**src/rtl/smh_pkg.sv**
```systemverilog
// ----------------------------------------------------------------------------
// smh_pkg
// Shared types, constants and round functions of the SHA-256 message hasher.
// ----------------------------------------------------------------------------
`default_nettype none

package smh_pkg;

  // One input item: a big-endian message word with its valid byte count.
  typedef struct packed {
    logic [31:0] msg_word;
    logic [2:0]  byte_count;
    logic        final_word;
  } in_item_t;

  // One result item: a digest word with its position.
  typedef struct packed {
    logic [31:0] digest_word;
    logic [2:0]  word_index;
    logic        last_of_digest;
  } out_item_t;

  // Sixteen message words, word 0 first, and eight hash words, a first.
  typedef logic [15:0][31:0] block_t;
  typedef logic [7:0][31:0]  hash_t;

  // Control from the sequencer to the compression unit.
  typedef struct packed {
    logic start;
    logic load_iv;
  } comp_ctrl_t;

  // Status from the compression unit back to the sequencer.
  typedef struct packed {
    logic busy;
  } comp_stat_t;

  // Initial hash value, word 0 in the low slot.
  localparam hash_t IV_HASH = {
    32'h5be0cd19, 32'h1f83d9ab, 32'h9b05688c, 32'h510e527f,
    32'ha54ff53a, 32'h3c6ef372, 32'hbb67ae85, 32'h6a09e667
  };

  // Round constants.
  localparam logic [31:0] K_TAB [64] = '{
    32'h428a2f98, 32'h71374491, 32'hb5c0fbcf, 32'he9b5dba5, 32'h3956c25b, 32'h59f111f1,
    32'h923f82a4, 32'hab1c5ed5, 32'hd807aa98, 32'h12835b01, 32'h243185be, 32'h550c7dc3,
    32'h72be5d74, 32'h80deb1fe, 32'h9bdc06a7, 32'hc19bf174, 32'he49b69c1, 32'hefbe4786,
    32'h0fc19dc6, 32'h240ca1cc, 32'h2de92c6f, 32'h4a7484aa, 32'h5cb0a9dc, 32'h76f988da,
    32'h983e5152, 32'ha831c66d, 32'hb00327c8, 32'hbf597fc7, 32'hc6e00bf3, 32'hd5a79147,
    32'h06ca6351, 32'h14292967, 32'h27b70a85, 32'h2e1b2138, 32'h4d2c6dfc, 32'h53380d13,
    32'h650a7354, 32'h766a0abb, 32'h81c2c92e, 32'h92722c85, 32'ha2bfe8a1, 32'ha81a664b,
    32'hc24b8b70, 32'hc76c51a3, 32'hd192e819, 32'hd6990624, 32'hf40e3585, 32'h106aa070,
    32'h19a4c116, 32'h1e376c08, 32'h2748774c, 32'h34b0bcb5, 32'h391c0cb3, 32'h4ed8aa4a,
    32'h5b9cca4f, 32'h682e6ff3, 32'h748f82ee, 32'h78a5636f, 32'h84c87814, 32'h8cc70208,
    32'h90befffa, 32'ha4506ceb, 32'hbef9a3f7, 32'hc67178f2
  };

  function automatic logic [31:0] big_sigma0(input logic [31:0] x);
    return {x[1:0], x[31:2]} ^ {x[12:0], x[31:13]} ^ {x[21:0], x[31:22]};
  endfunction

  function automatic logic [31:0] big_sigma1(input logic [31:0] x);
    return {x[5:0], x[31:6]} ^ {x[10:0], x[31:11]} ^ {x[24:0], x[31:25]};
  endfunction

  function automatic logic [31:0] small_sigma0(input logic [31:0] x);
    return {x[6:0], x[31:7]} ^ {x[17:0], x[31:18]} ^ {3'b000, x[31:3]};
  endfunction

  function automatic logic [31:0] small_sigma1(input logic [31:0] x);
    return {x[16:0], x[31:17]} ^ {x[18:0], x[31:19]} ^ {10'b0, x[31:10]};
  endfunction

endpackage

`default_nettype wire

```
**src/rtl/smh_compress.sv**
```systemverilog
// ----------------------------------------------------------------------------
// smh_compress
// Iterative SHA-256 compression: one round per cycle for 64 rounds, then
// a final step folds the working variables into the chaining value.
// ----------------------------------------------------------------------------
`default_nettype none

module smh_compress (
  input  logic               clk,
  input  logic               rst,
  input  smh_pkg::comp_ctrl_t ctl,
  input  smh_pkg::block_t    blk,
  output smh_pkg::comp_stat_t stat,
  output smh_pkg::hash_t     chain
);
  import smh_pkg::*;

  hash_t       vars;
  block_t      sched;
  logic        busy;
  logic        adding;
  logic [5:0]  rnd;
  logic [31:0] t1;
  logic [31:0] t2;
  logic [31:0] sched_new;

  // Round function and message schedule expansion.
  always_comb begin
    t1 = vars[7] + big_sigma1(vars[4]) + ((vars[4] & vars[5]) ^ (~vars[4] & vars[6]))
       + K_TAB[rnd] + sched[0];
    t2 = big_sigma0(vars[0])
       + ((vars[0] & vars[1]) ^ (vars[0] & vars[2]) ^ (vars[1] & vars[2]));
    sched_new = sched[0] + small_sigma0(sched[1]) + sched[9] + small_sigma1(sched[14]);
  end

  assign stat.busy = busy;

  // Round counter and chaining value.
  always_ff @(posedge clk) begin
    if (rst) begin
      busy   <= 1'b0;
      adding <= 1'b0;
      rnd    <= '0;
      chain  <= IV_HASH;
    end else begin
      if (ctl.load_iv) begin
        chain <= IV_HASH;
      end
      if (ctl.start) begin
        busy   <= 1'b1;
        adding <= 1'b0;
        rnd    <= '0;
      end else if (busy && !adding) begin
        if (rnd == 6'd63) begin
          adding <= 1'b1;
        end
        rnd <= rnd + 6'd1;
      end else if (busy) begin
        for (int i = 0; i < 8; i++) begin
          chain[i] <= chain[i] + vars[i];
        end
        busy   <= 1'b0;
        adding <= 1'b0;
      end
    end
  end

  // Working variables and the sixteen-word schedule window.
  always_ff @(posedge clk) begin
    if (ctl.start) begin
      vars  <= chain;
      sched <= blk;
    end else if (busy && !adding) begin
      vars[7] <= vars[6];
      vars[6] <= vars[5];
      vars[5] <= vars[4];
      vars[4] <= vars[3] + t1;
      vars[3] <= vars[2];
      vars[2] <= vars[1];
      vars[1] <= vars[0];
      vars[0] <= t1 + t2;
      sched   <= {sched_new, sched[15:1]};
    end
  end

endmodule

`default_nettype wire

```
**config.mk**
```make
export PLATFORM = sky130hd
export DESIGN_NAME = smh_compress
export DESIGN_NICKNAME = d
export VERILOG_FILES = /design/src/rtl/smh_pkg.sv /design/src/rtl/smh_compress.sv
export SDC_FILE = /design/constraint.sdc
export NUM_CORES = 2
export LEC_CHECK = 0
export ABC_CLOCK_PERIOD_IN_PS = 23400
export BUFFER_PORTS_ARGS = -buffer_cell sky130_fd_sc_hd__clkbuf_2
export CELL_PAD_IN_SITES_DETAIL_PLACEMENT = 0
export CELL_PAD_IN_SITES_GLOBAL_PLACEMENT = 1
export CORE_MARGIN = 8
export CORE_UTILIZATION = 34
export DETAILED_ROUTE_END_ITERATION = 8
export PLACE_DENSITY = 0.67
export SKIP_CTS_REPAIR_TIMING = 1
export SYNTH_ARGS = -nofsm -noshare
export SYNTH_HDL_FRONTEND = slang
export SYNTH_SLANG_ARGS = --single-unit
export TNS_END_PERCENT = 5
```
**constraint.sdc**
```tcl
create_clock -name clk -period 23.4 [get_ports clk]
set_input_delay 4.68 -clock clk [delete_from_list [all_inputs] [get_ports clk]]
set_output_delay 4.68 -clock clk [all_outputs]
set_load 0.01 [all_outputs]
```
==> results.sh <==
export IMPL_fin_crit_sh=0.392
export IMPL_vias=55300
export IMPL_layout_cells_most_common="clkbuf_2"
export IMPL_overflow=0
export IMPL_ys_async_sr_fraction=0
export IMPL_cts_htree_levels=4
export IMPL_synth_edf_count=768
export IMPL_grt_pass1_wl_um=401000
export IMPL_slowest_stage="dfxtp_4"
export IMPL_grt_setup_unrepaired="false"
export IMPL_wl_um=289000
export IMPL_gp_congestion=0.942
export IMPL_postRouteAntennaNets=0
export IMPL_fin_skew_ps=63.6
export IMPL_coreArea_mm2=0.202
export IMPL_insertion_delay_ps=850
export IMPL_clockRootBuffer="clkbuf_16"
export IMPL_dr_pass1_iters=6
export IMPL_setup_slack_ps=14220
export IMPL_muxShareOfSynthArea=0.112
export IMPL_drt_iter0_drc=5624
export IMPL_io_buffers=772
export IMPL_cp_max_fo=82
export IMPL_tns_ps=0
export IMPL_drv_cap=0
export IMPL_m1WireLength_um=129000
export IMPL_holdWs_ps=483
export IMPL_die_w_um=467
export IMPL_synthCells=6663
export IMPL_syn2layout_area_growth_pct=16.0
export IMPL_cts_made_buffers=130
export IMPL_worstPathArrival_ps=9740
export IMPL_met2WireLength_um=124000
export IMPL_yosys_area_share_simple=0.0872
export IMPL_slew_headroom=0.0502
export IMPL_clk_pin_slew_ps=60
export IMPL_synth_fp_nets=7774
export IMPL_dp_cells=9838
export IMPL_tritoncts="built"
export IMPL_fin_crit_ps=9180
export IMPL_outcome="completed"
export IMPL_final_hold_violation_count=0
export IMPL_synth_compound_area_frac=0.148
export IMPL_end_kind="flop"
export IMPL_layout_common_cells="769 x clkbuf_2, 768 x edfxtp_1, 675 x mux2_2"
export IMPL_die_y_um=467
export IMPL_critPathKind="flop to flop"
export IMPL_viasPerCell=5.48
export IMPL_syn_area_mm2=0.0693
export IMPL_worstMarginPinSlew_ps=1390
export IMPL_setup_viol=0
export IMPL_antenna_found_initial=41
export IMPL_synth_seq_cells=1032
export IMPL_dp_hpwl_um=224000
export IMPL_met3_wirelength_um=26400
export IMPL_drc=0
export IMPL_final_cell_count_no_fill=10100
export IMPL_start_util=0.342
export IMPL_synth_xor_area_frac=0.0702
export IMPL_wl_per_cell_um=28.6
export IMPL_yosysUniqueCellTypes=99
export IMPL_ys_seq_area_frac=0.409
export IMPL_cts_sinks=1032
export IMPL_synth_area_per_cell_um2=10.4
export IMPL_cts_buffer_depth=3
export IMPL_dieArea_mm2=0.218
export IMPL_ys_flop_type="edfxtp_1"
export IMPL_num_rows=165
export IMPL_yosysWarnings=0
export IMPL_critical_path_max_stage_delay_ps=790
export IMPL_hold_class="flop to flop"
export IMPL_maxUsedRoutingLayer="met5"
export IMPL_grt_pass1_vias=53300
export IMPL_max_clock_freq_mhz=109
export IMPL_cp_common_cell="a21oi_1"
export IMPL_pre_cts_ws_ps=13600
export IMPL_grt_max_degree=185
export IMPL_io_pins=773
export IMPL_synth_fa_ha_area_frac=0.129
export IMPL_drive_above_1_share=0.239
export IMPL_crit_path_start_kind="flop"
export IMPL_grt_usage=0.253
export IMPL_slew_viol_final=0
export IMPL_nNetsFinal=8409
export IMPL_nFillCells=19900
export IMPL_crit_required_ps=23960
export IMPL_synth_top_family_by_area="compound AO/OA/AOI/OAI gates"
-- cells by family after synthesis --
kind of cell | Yosys count
multiplexers | 686
AND/OR/NAND/NOR | 1323
flip-flops | 1032
XOR/XNOR | 554
buffers and inverters | 823
AO/OA/AOI/OAI | 1646
adder cells (fa/ha/maj) | 599
-- per-stage QoR --
stage,util,area (um2)
final,0.397,80400
after detailed placement,0.375,75800
after CTS,0.397,80300
after global routing,0.397,80300
after floorplan,-,69300
after global placement,0.375,75800
-- path summary, 6_finish.rpt --
kind               from          to  slack (ps)  depth (start not counted)
max              rnd[3]    vars[31]       14220                         32
min          chain[255]  chain[255]         480                          2
max reg2reg      rnd[3]    vars[31]       14220                         32
min reg2reg  chain[255]  chain[255]         480                          2
-- synthesized netlist by cell type, drive strengths merged, types with 72 or more instances --
cell    instances  area [um2]
fa            196        3920
edfxtp        768       23100
clkbuf        313        1200
nand3          72         365
a21oi         435        2200
inv           487        1830
xor2          244        2140
nor2          426        1600
a21o          192        1440
o21ai         495        2480
xnor2         309        2710
nor3          146         731
mux2          675        7600
nand2         387        1450
ha            399        4990
dfxtp         264        5290
a31oi          99         641
-- worst max-delay path: cells and delay by family (launching register included) --
family	cells	cell delay [ps]
XOR/XNOR	3	640
AND/OR/NAND/NOR	8	1170
adder cells (fa/ha/maj)	5	1780
buffers and inverters	4	1040
AO/OA/AOI/OAI	12	3480
flip-flops	1	790
-- final cells by class --
cell class,instances,area (um2),area share
Tap cell,2672,3340,0.0416
Antenna cell,29,72.6,0.000903
Clock inverter,71,983,0.0122
Clock buffer,168,3500,0.0435
Timing Repair Buffer,836,4400,0.0547
Sequential cell,1032,28400,0.353
Inverter,490,1840,0.0229
Multi-Input combinational cell,4808,37900,0.471
-- state kept, by name, indices dropped and copies added, names as in the netlist --
| register | cells |
|---|---|
| sched | 512 |
| chain | 256 |
| vars | 256 |
| rnd | 6 |
| adding | 1 |
| stat | 1 |
-- layer usage --
layer	global-route usage	vias up
met2	0.372	2298
met1	0.357	27400
met4	0.0820	22
met5	0	-
met3	0.0709	384
li1	-	25300
Power is not shown: default switching activity piles up to over one toggle a cycle in this logic, so the estimate is an artifact.
